<file path="src/hw/rtl/lmcr_pkg.sv">
// ----------------------------------------------------------------------------
// lmcr_pkg - shared types and constants for the capability rule table
// Request, action and status codes, rule layout and the word types of the
// request and result channels.
// ----------------------------------------------------------------------------
`default_nettype none

package lmcr_pkg;

  // table geometry
  localparam int MAX_RULES = 256;
  localparam int IDX_W     = (MAX_RULES > 1) ? $clog2(MAX_RULES) : 1;
  localparam int CNT_W     = $clog2(MAX_RULES + 1);
  localparam int HELD_W    = 9;
  localparam int TOTAL_W   = 32;

  // configuration port
  localparam int CFG_IDX_W = 1;
  localparam logic [CFG_IDX_W-1:0] CFG_GLOBAL_LEARNING = 1'd0;
  localparam logic [CFG_IDX_W-1:0] CFG_RELOAD_ENABLE   = 1'd1;

  // request codes
  localparam logic [1:0] REQ_ADD   = 2'd0;
  localparam logic [1:0] REQ_CHECK = 2'd1;
  localparam logic [1:0] REQ_CLEAR = 2'd2;

  // rule actions
  localparam logic [1:0] ACT_ALLOW   = 2'd0;
  localparam logic [1:0] ACT_DENY    = 2'd1;
  localparam logic [1:0] ACT_AUDIT   = 2'd2;
  localparam logic [1:0] ACT_SANDBOX = 2'd3;

  // result status
  localparam logic [1:0] ST_OK       = 2'd0;
  localparam logic [1:0] ST_FULL     = 2'd1;
  localparam logic [1:0] ST_NORELOAD = 2'd2;

  // controller states
  typedef enum logic {
    SC_IDLE,
    SC_SCAN
  } state_t;

  // request word
  typedef struct packed {
    logic [1:0]  req_type;
    logic [3:0]  capability;
    logic [1:0]  rule_action;
    logic [31:0] subject_id;
    logic        rule_learning;
    logic [31:0] caller_pid;
  } in_word_t;

  // result word
  typedef struct packed {
    logic               allowed;
    logic [1:0]         status;
    logic [HELD_W-1:0]  rules_held;
    logic [TOTAL_W-1:0] rules_added_total;
  } out_word_t;

  // one stored rule, 39 bits
  typedef struct packed {
    logic [3:0]  cap;
    logic [1:0]  act;
    logic [31:0] target;
    logic        learn;
  } rule_t;

  // configuration registers as seen by the controller
  typedef struct packed {
    logic global_learning;
    logic reload_enable;
  } cfg_t;

  // rule store access from the controller
  typedef struct packed {
    logic             we;
    logic [IDX_W-1:0] waddr;
    rule_t            wdata;
    logic             re;
    logic [IDX_W-1:0] raddr;
  } mem_req_t;

endpackage

`default_nettype wire

</file>
<file path="src/hw/rtl/lmcr_ctrl.sv">
// ----------------------------------------------------------------------------
// lmcr_ctrl - request sequencer and newest-first rule scan
// Handles add, clear and check; a check walks the store one rule per cycle.
// ----------------------------------------------------------------------------
`default_nettype none

module lmcr_ctrl (
  input  wire logic                 clk,
  input  wire logic                 rst_n,
  input  wire logic                 start,
  output logic                      busy,
  input  wire lmcr_pkg::in_word_t   in_word,
  input  wire lmcr_pkg::cfg_t       cfg,
  output lmcr_pkg::mem_req_t        mem_req,
  input  wire lmcr_pkg::rule_t      rd_data,
  output logic                      out_strobe,
  output lmcr_pkg::out_word_t       out_word
);
  import lmcr_pkg::*;

  state_t             state_r, state_nxt;
  logic [CNT_W-1:0]   count_r, count_nxt;
  logic [TOTAL_W-1:0] added_r, added_nxt;
  logic [IDX_W-1:0]   k_r;
  logic [3:0]         cap_r;
  logic [31:0]        pid_r;
  logic               out_strobe_r;
  out_word_t          out_word_r;

  logic             accept;
  logic             is_check;
  logic             have_rules;
  logic [CNT_W-1:0] cnt_m1;
  logic             room;
  logic [1:0]       status;
  logic             hit, decide, verdict, last, scan_done;

  assign accept     = start && (state_r == SC_IDLE);
  assign is_check   = (in_word.req_type == REQ_CHECK);
  assign have_rules = (count_r != '0);
  assign cnt_m1     = count_r - CNT_W'(1);
  assign room       = (count_r < CNT_W'(MAX_RULES));

  // rule evaluation on the word read out last cycle
  always_comb begin
    hit = (rd_data.cap == cap_r) &&
          ((rd_data.target == 32'd0) || (rd_data.target == pid_r));
    verdict = rd_data.learn || cfg.global_learning ||
              (rd_data.act == ACT_ALLOW) || (rd_data.act == ACT_SANDBOX);
    decide  = hit && (rd_data.learn || cfg.global_learning ||
                      (rd_data.act != ACT_AUDIT));
    last      = (k_r == '0);
    scan_done = (state_r == SC_SCAN) && (decide || last);
  end

  // next state
  always_comb begin
    state_nxt = state_r;
    unique case (state_r)
      SC_IDLE: if (accept && is_check && have_rules) state_nxt = SC_SCAN;
      SC_SCAN: if (scan_done) state_nxt = SC_IDLE;
      default: state_nxt = SC_IDLE;
    endcase
  end

  // outputs: handshake and memory access
  always_comb begin
    busy          = (state_r != SC_IDLE);
    mem_req.we    = 1'b0;
    mem_req.waddr = count_r[IDX_W-1:0];
    mem_req.wdata = '{cap:    in_word.capability,
                      act:    in_word.rule_action,
                      target: in_word.subject_id,
                      learn:  in_word.rule_learning};
    mem_req.re    = 1'b0;
    mem_req.raddr = cnt_m1[IDX_W-1:0];
    unique case (state_r)
      SC_IDLE: begin
        mem_req.we = accept && (in_word.req_type == REQ_ADD) && room;
        mem_req.re = accept && is_check && have_rules;
      end
      SC_SCAN: begin
        // reads never overlap a write: adds are taken only while idle
        mem_req.re    = !scan_done;
        mem_req.raddr = k_r - IDX_W'(1);
      end
      default: ;
    endcase
  end

  // counter updates and status for non-scan requests
  always_comb begin
    count_nxt = count_r;
    added_nxt = added_r;
    status    = ST_OK;
    if (accept) begin
      priority if (in_word.req_type == REQ_ADD) begin
        if (room) begin
          count_nxt = count_r + CNT_W'(1);
          added_nxt = added_r + TOTAL_W'(1);
        end else begin
          status = ST_FULL;
        end
      end else if (in_word.req_type == REQ_CLEAR) begin
        if (cfg.reload_enable) count_nxt = '0;
        else                   status    = ST_NORELOAD;
      end else begin
        status = ST_OK;
      end
    end
  end

  // control registers
  always_ff @(posedge clk) begin
    if (!rst_n) begin
      state_r      <= SC_IDLE;
      count_r      <= '0;
      added_r      <= '0;
      out_strobe_r <= 1'b0;
    end else begin
      state_r      <= state_nxt;
      count_r      <= count_nxt;
      added_r      <= added_nxt;
      out_strobe_r <= (accept && !(is_check && have_rules)) || scan_done;
    end
  end

  // scan pointer, captured request and result word
  always_ff @(posedge clk) begin
    if (accept) begin
      k_r   <= cnt_m1[IDX_W-1:0];
      cap_r <= in_word.capability;
      pid_r <= in_word.caller_pid;
    end else if (state_r == SC_SCAN) begin
      k_r <= k_r - IDX_W'(1);
    end
    out_word_r.allowed           <= scan_done && decide && verdict;
    out_word_r.status            <= scan_done ? ST_OK : status;
    out_word_r.rules_held        <= HELD_W'(count_nxt);
    out_word_r.rules_added_total <= added_nxt;
  end

  assign out_strobe = out_strobe_r;
  assign out_word   = out_word_r;

endmodule

`default_nettype wire

</file>
<file path="config.mk">
export PLATFORM = sky130hd
export DESIGN_NAME = lmcr_ctrl
export DESIGN_NICKNAME = d
export VERILOG_FILES = /design/src/hw/rtl/lmcr_pkg.sv /design/src/hw/rtl/lmcr_ctrl.sv
export SDC_FILE = /design/constraint.sdc
export NUM_CORES = 1
export LEC_CHECK = 0
export BUFFER_PORTS_ARGS = -buffer_cell sky130_fd_sc_hd__buf_2
export CAP_MARGIN = 0
export CORE_ASPECT_RATIO = 1.25
export CORE_MARGIN = 2
export CORE_UTILIZATION = 40
export DETAILED_ROUTE_END_ITERATION = 10
export GPL_ROUTABILITY_DRIVEN = 1
export PLACE_DENSITY = 0.68
export SYNTH_ARGS = -nofsm -noshare
export SYNTH_HDL_FRONTEND = slang
export SYNTH_SLANG_ARGS = --single-unit
</file>
<file path="constraint.sdc">
create_clock -name clk -period 3.2 [get_ports clk]
set_input_delay 0.16 -clock clk [delete_from_list [all_inputs] [get_ports clk]]
set_output_delay 0.16 -clock clk [all_outputs]
set_load 0.01 [all_outputs]
</file>
==> results by group, run 1 <==
STA
  • Fin. Hold Viols: 0
  • RSZ-0062 raised after global routing: false
  • Worst-Margin Slew: between 700 and 800 ps
  • Final slew viol count: 0
  • Sum Neg Setup Slack: 0 ps
  • Clock skew: about 13 ps
  • Minimum clock period after layout: 2580 ps
  • Final period utilization: 0.807
  • Worst Hold Slack: around 110 ps
  • Setup violations, final: 0
  • Max_slew headroom: 0.473
  • Max Clk Rate: between 0.3 and 0.4 GHz

Floorplanning
  • Die area: roughly 15000 µm²
  • Die Width: about 110 µm
  • Io pins: between 200 and 250
  • Std-Cell Rows: 49
  • Core area: 14300 µm²
  • Initial Utilization: 0.406
  • Die height: ~140 µm

Finish
  • Fillers: between 1000 and 1500
  • Total Nets Final: 792
  • Area of the multi-input gates: approximately 2300 µm²
  • Seq. cell area: between 3000 and 4000 µm²
  • Number of diodes: 0
  • Area Growth Syn to Fin: 26.4%
  • Post-route cell area: about 7300 µm²
  • Share of layout cells above drive strength 1: 0.284

Yosys
  • EDFF count, synth: 44
  • Mean Syn Cell Area: about 11 µm²
  • Top cells by area, synth: dfxtp_1, edfxtp_1, xor2_1
  • Main synth FF type: dfxtp_1
  • Synthesis-stage register bit count: 131
  • Top-area cell type share of the netlist area: 0.301
  • Synth area leader: dfxtp_1
  • Post-Synthesis Cells: around 520
  • Post-Syn Nets: ~650
  • Sequential fraction of the synthesis area: 0.529
  • FFs w/ async S/R, synth: 0
  • Warnings, synthesis: 0
  • Distinct cells, synth: 43
  • Mapped cell area: ~5800 µm²

Flow run
  • MaxCap Viol Count: 0

Drt
  • Routed wire length: 13700 µm
  • Number of DRC markers in iteration 0: 264
  • DRC viols: 0
  • Routed wire length per instance: between 15 and 20 µm
  • Drt pass-1 iters: 4
  • DR vias/cell: 4.94
  • Vias: around 4300
  • Antenna Nets Post-Route: 0

Clock tree
  • Worst-Skew Late Latency: 410 ps
  • Clk root buf: clkbuf_16
  • Post-CTS resize count: 0
  • CTS tree: yes
  • H-tree levels: 4
  • CTS max path bufs: 2
  • TritonCTS buffer count: 17
  • Worst-path clk slew: approximately 60 ps
  • Num Clock Sinks: 131

GRT
  • Met3 GRT Util: 0.0638
  • Initial antenna violation count: 0
  • All-layer global routing usage: 0.178
  • Largest net degree at the start of global routing: 54
  • Grt met1 use: 0.194
  • Grt total ovfl: 0
  • Global-route wire length before repair: approximately 22000 µm
  • GRT busiest layer: met2
  • Vias in the first global route: between 4000 and 5000
  • Met2 GRT Util: 0.316

Pwr
  • Peak supply drop: ~310 µV
  • Sequential share of power: 0.443
  • Gate power share: 0.104
  • Leakage power: about 3.2 nW
  • Switching power: between 0.001 and 0.0015 W
  • Int Pwr: ~0.0032 W
  • Power per standard cell area: between 500 and 600 nW/µm²
  • Sw frac: 0.239
  • Clk pwr share: 0.453

Worst setup path
  • Crit-path leading delay family: buffers and inverters
  • Crit-path cells: inv_2 > nand2_1 > inv_2 > o2bb2ai_1 > nand2_1 > o21ai_0 > buf_2
  • WP data required: a little over 3000 ps
  • Crit-path max FO: 27
  • Critical Path Max Stage Delay: approximately 470 ps
  • CP Data Arrival Time: roughly 2400 ps
  • WS Path Type: flop to output port
  • Buf/Inv on CP: 3
  • CP max stage cell: inv_2
  • Crit. End Element: output port
  • Worst Setup Start Kind: flop

Placed design
  • Detailed Place HPWL: 9950 µm
  • Final GP Congestion: roughly 0.81
  • Port Buffers: approximately 150
  • Area after DPL: 6350 µm²

Min path
  • Worst hold path class: input port to flop

Outcome
  • Status: finished, final reports clean
==> sequential cells by signal (all words and copies together), names as in the netlist <==
register / count
out_strobe: 1
added_r: 32
k_r: 8
out_word: 44
cap_r: 4
busy: 1
pid_r: 32
count_r: 9
==> path summary, 6_finish.rpt <==
check | startpoint | to | slack, ps | cells after the start
max | busy | mem_req[8] | 620 | 7
min | rd_data[34] | out_word[43] | 110 | 3
max reg2reg | busy | out_word[28] | 790 | 5
min reg2reg | added_r[21] | out_word[21] | 480 | 1
==> tightest hold or removal path: stages <==
cell and delay (ps):
buf_2 90, nor4b_1 50, nor3b_1 170
==> cells by family after synthesis <==
logic type | synth area share
flip-flops | 0.529
adder cells (fa/ha/maj) | 0.0130
AO/OA/AOI/OAI | 0.0244
buffers and inverters | 0.0803
XOR/XNOR | 0.121
multiplexers | 0.0432
AND/OR/NAND/NOR | 0.189
==> stage by stage <==
stage | setup WS (ps) | util | cells | power (W)
2_1_floorplan | 487 | - | 522 | 0.00222
6_report | 616 | 0.513 | 860 | 0.00426
4_1_cts | 566 | 0.513 | 860 | 0.00431
3_3_place_gp | 861 | 0.444 | 790 | 0.00231
5_1_grt | 329 | 0.513 | 860 | 0.00444
3_5_place_dp | 813 | 0.444 | 790 | 0.00233
==> what timing repair did <==
item	in CTS	in global routing
setup buffers	0	0
hold buffers	38	0
hold endpoints to repair	38	0
==> synthesized netlist by cell type (all sizes together) (6+ instances only) <==
cell    instances
ha              6
mux2i          25
nand2          38
o21ai           7
nand3          17
dfxtp          87
buf            51
nor3           11
and4            6
nor2           10
and2           33
xnor2          27
xor2           53
clkbuf          9
nor3b           6
nor4           24
nand2b         10
nand4          13
inv            11
edfxtp         44
a21oi           7
==> power groups by stage <==
stage / logic (W) / registers [W] / clock network (W)
floorplan: 0.000309 / 0.00191 / 0
global placement: 0.000395 / 0.00192 / 0
detailed placement: 0.000405 / 0.00192 / 0
CTS: 0.000445 / 0.00189 / 0.00197
global route: 0.000485 / 0.00190 / 0.00206
finish: 0.000442 / 0.00189 / 0.00193
==> cells in the final DEF, fill, tap and decap left out, types with 11 or more instances in the layout <==
cell,n
and2_1,33
buf_2,149
clkbuf_16,18
dfxtp_1,87
dlygate4sd3_1,38
edfxtp_1,44
mux2i_1,25
nand2_1,38
nand3_1,17
nand4_1,13
nor3_1,11
nor4_1,19
xnor2_1,27
xor2_1,53
==> area by class of cell <==
| type | count | share of cell area |
|---|---|---|
| clock buffer | 20 | 0.0639 |
| inverter | 12 | 0.00615 |
| multi-input combinational | 319 | 0.309 |
| sequential | 131 | 0.418 |
| timing repair buffer | 188 | 0.155 |
| clock inverter | 12 | 0.0174 |
| tap | 178 | 0.0304 |
==> metal layers <==
metal  wire length [µm]  part of all wire  vias up
li1                   -                 -     2058
met3                856             0.063       30
met2               7060              0.52      162
met5                  0                 0        -
met1               5440              0.40     2001
met4                310             0.023        0
Power figures use the tool's default switching activity.
==> run 2: changes to the inputs <==
Settings changed: ABC_AREA from default to 1.
Clock period 3.2 ns to 2.5 ns, I/O delays scaled along.
==> run 2 against run 1 <==
- first-iteration DRC count fell by 4.9%
- hold slack got worse by 50 ps
- final cell count rose by 24%
- routed wire length rose by 11%
- largest cell class unchanged
==> results by group, run 2 <==
Yosys
  • Top cells by count, synth: nand2_1, inv_1, dfxtp_1, nor2_1, buf_4 (was dfxtp_1, xor2_1, buf_4, edfxtp_1, nand2_1)
  • Main synth FF type: dfxtp_1 (unchanged)
  • Warnings, synthesis: 0 (unchanged)
  • Synth area leader: dfxtp_1 (unchanged)
  • Mean Syn Cell Area: 8.48 µm² (was 11.1 µm²)
  • Post-Syn Nets: 843 (was 645)
  • Top cells by area, synth: dfxtp_1, edfxtp_1, nand2_1 (was dfxtp_1, edfxtp_1, xor2_1)
  • Top-area cell type share of the netlist area: 0.285 (was 0.301)
  • FFs w/ async S/R, synth: 0 (unchanged)
  • Dominant cell by count in the synthesized netlist: nand2_1 (was dfxtp_1)
  • Distinct cells, synth: 38 (was 43)
  • Synthesis-stage register bit count: 131 (unchanged)
  • Mapped cell area: 6100 µm² (was 5790 µm²)
  • EDFF count, synth: 44 (unchanged)
  • Sequential fraction of the synthesis area: 0.502 (was 0.529)
  • Post-Synthesis Cells: 720 (was 522)

Worst setup path
  • WP data required: 2380 ps (was 3040 ps)
  • Crit-path leading delay family: simple AND/OR/NAND/NOR gates (was buffers and inverters)
  • Crit-path max FO: 16 (was 27)
  • Setup slack, reg-to-reg: 360 ps (was 790 ps)
  • Worst Setup Start Kind: flop (unchanged)
  • CP Data Arrival Time: 2090 ps (was 2420 ps)
  • R2r worst-path depth: 7 (was 5)
  • RR Startpoint: busy (unchanged)
  • Crit-path cells: inv_1 > a21oi_1 > nand2_1 > nor4_1 > nand2_1 > nand3_1 > inv_1 > buf_2 (was inv_2 > nand2_1 > inv_2 > o2bb2ai_1 > nand2_1 > o21ai_0 > buf_2)
  • R2r endpoint: out_word[43] (was out_word[28])
  • Crit. End Element: output port (unchanged)
  • Buf/Inv on CP: 3 (unchanged)
  • Critical Path Max Stage Delay: 470 ps (about the same)
  • WS Path Type: flop to output port (unchanged)
  • CP max stage cell: dfxtp_1 (was inv_2)

Clock tree
  • CTS max path bufs: 2 (unchanged)
  • Num Clock Sinks: 131 (unchanged)
  • Worst-path clk slew: 60 ps (about the same)
  • Clk root buf: clkbuf_16 (unchanged)
  • H-tree levels: 4 (unchanged)
  • Post-CTS resize count: 0 (unchanged)
  • CTS tree: yes (unchanged)
  • Post-CTS setup buffer count: 0 (unchanged)
  • TritonCTS buffer count: 17 (unchanged)
  • Worst-Skew Late Latency: 420 ps (was 410 ps)

Placed design
  • Area after DPL: 6710 µm² (was 6350 µm²)
  • Port Buffers: 149 (unchanged)
  • Final GP Congestion: 0.854 (was 0.808)
  • Detailed Place HPWL: 11000 µm (was 9950 µm)

STA
  • RSZ-0062 raised after global routing: false (unchanged)
  • Fin. Hold Viols: 0 (unchanged)
  • Final period utilization: 0.888
  • Setup violations, final: 0 (unchanged)
  • Worst-Margin Slew: 672 ps (was 791 ps)
  • Clock skew: 5.61 ps (was 13.4 ps)
  • Max_slew headroom: 0.552 (was 0.473)
  • Minimum clock period after layout: roughly 2200 ps
  • Final slew viol count: 0 (unchanged)
  • Max Clk Rate: 0.451 GHz
  • Sum Neg Setup Slack: 0 ps (unchanged)

Finish
  • Commonest non-fill, non-tap cell in the layout: buf_2 (unchanged)
  • Total Nets Final: 996 (was 792)
  • Area Growth Syn to Fin: 26.5% (was 26.4%)
  • Post-route cell area: 7720 µm² (was 7320 µm²)
  • Max reg flops: 44 (unchanged)
  • Fillers: 1380 (was 1280)
  • Share of layout cells above drive strength 1: 0.223 (was 0.284)
  • Commonest non-fill, non-tap cells in the layout: buf_2, nand2_1, inv_1 (was buf_2, dfxtp_1, xor2_1)

Pwr
  • Leakage power: 3.75 nW (was 3.24 nW)
  • Peak supply drop: 330 µV (was 315 µV)
  • Power per standard cell area: 673 nW/µm² (was 582 nW/µm²)

Drt
  • Met1 Routed Length: 5910 µm (was 5440 µm)
  • Routed wire length: 15100 µm (was 13700 µm)
  • Vias: 5010 (was 4251)
  • Metal2 WL: 7360 µm (was 7060 µm)
  • Routed wire length per instance: 14.1 µm (was 15.9 µm)
  • Number of DRC markers in iteration 0: 251 (was 264)
  • Antenna Nets Post-Route: 0 (unchanged)
  • Met3 wire len: 1450 µm (was 856 µm)
  • DRC viols: 0 (unchanged)
  • DR vias/cell: 4.68 (was 4.94)
  • Drt pass-1 iters: 5 (was 4)
  • Uppermost routed layer: met5 (was met4)

Floorplanning
  • Io pins: 220 (unchanged)
  • Core area: 15000 µm² (was 14300 µm²)
  • Die Width: 114 µm (was 112 µm)
  • Die height: 142 µm (was 139 µm)
  • Std-Cell Rows: 50 (was 49)
  • Initial Utilization: 0.408 (was 0.406)
  • Die area: 16300 µm² (was 15500 µm²)

Min path
  • Hold Path End: out_word[41] (was out_word[43])
  • Hold depth: 4 (was 3)
  • Hold Crit Start: in_word[72] (was rd_data[34])
  • Worst hold path class: input port to flop (unchanged)

GRT
  • Initial antenna violation count: 4 (was 0)
  • Vias in the first global route: 4955 (was 4540)
  • Grt total ovfl: 0 (unchanged)
  • Largest net degree at the start of global routing: 59 (was 54)
  • Global-route wire length before repair: 23500 µm (was 22100 µm)
  • All-layer global routing usage: 0.190 (was 0.178)

Flow run
  • MaxCap Viol Count: 0 (unchanged)

Outcome
  • Status: finished, final reports clean (unchanged)
run 2: cell types whose count changed after synthesis, sizes merged, moves of 7 or more:
cell and delta:
nor4 -15, nor2 +72, o21ai +23, and2 -32, nand2 +112, nand2b -10, nor3 +7, mux2i -25
inv +102, xor2 -33, nand3 +8
run 2: kinds of logic after synthesis:
logic type	count (synthesis)	share of synthesized area
flip-flops	131	0.502
AND/OR/NAND/NOR	313	0.235
AO/OA/AOI/OAI	48	0.0420
buffers and inverters	171	0.135
XOR/XNOR	51	0.0744
adder cells (fa/ha/maj)	6	0.0123
run 2: cell type report:
| class | instances | area (µm²) | area share |
|---|---|---|---|
| Antenna cell | 2 | 5.00 | 0.000648 |
| Clock buffer | 22 | 507 | 0.0656 |
| Clock inverter | 10 | 96.3 | 0.0125 |
| Inverter | 113 | 424 | 0.0549 |
| Multi-Input combinational cell | 418 | 2220 | 0.287 |
| Sequential cell | 131 | 3060 | 0.397 |
| Tap cell | 182 | 228 | 0.0295 |
| Timing Repair Buffer | 192 | 1180 | 0.153 |
run 2: repair_timing:
| item | 4_1_cts | 5_1_grt |
|---|---|---|
| endpoints found under the setup margin | 0 | 0 |
| hold buffers | 41 | 0 |
| endpoints found under the hold margin | 40 | 0 |
run 2: worst max path at each step:
| stage | startpoint | endpoint | slack [ps] | cells after the start |
|---|---|---|---|---|
| 2_1_floorplan | busy | k_r[5] | 180 | 3 |
| 3_3_place_gp | added_r[0] | added_r[28] | 620 | 10 |
| 3_5_place_dp | added_r[0] | added_r[28] | 570 | 11 |
| 4_1_cts | busy | mem_req[8] | 250 | 8 |
| 5_1_grt | busy | mem_req[8] | 20 | 8 |
| 6_report | busy | mem_req[8] | 280 | 8 |
run 2: through the flow:
| stage | std cells | total power [W] | hold WS (ps) | utilization | worst slack (ps) |
|---|---|---|---|---|---|
| 2_1_floorplan | 720 | 0.00262 | 203 | - | 181 |
| 3_3_place_gp | 995 | 0.00271 | 250 | 0.448 | 618 |
| 3_5_place_dp | 995 | 0.00272 | 250 | 0.448 | 571 |
| 4_1_cts | 1068 | 0.00526 | 47.3 | 0.516 | 245 |
| 5_1_grt | 1068 | 0.00543 | 74.6 | 0.516 | 17.0 |
| 6_report | 1070 | 0.00520 | 61.7 | 0.517 | 281 |
run 2: worst min-delay path: cells and delay by family:
kind | cells | cell delay (ps)
and+or+nand+nor | 3 | 210
buffers and inverters | 1 | 100
run 2: power breakdown:
part / switching [W] / internal, W
clock: 0.000930 / 0.00154
combinational: 0.000225 / 0.000199
sequential: 0.0000338 / 0.00227
run 2: layer usage:
metal | global-route usage | vias up
met5 | 0 | -
met4 | 0.0873 | 4
met3 | 0.0818 | 43
met2 | 0.324 | 182
met1 | 0.202 | 2241
li1 | - | 2540
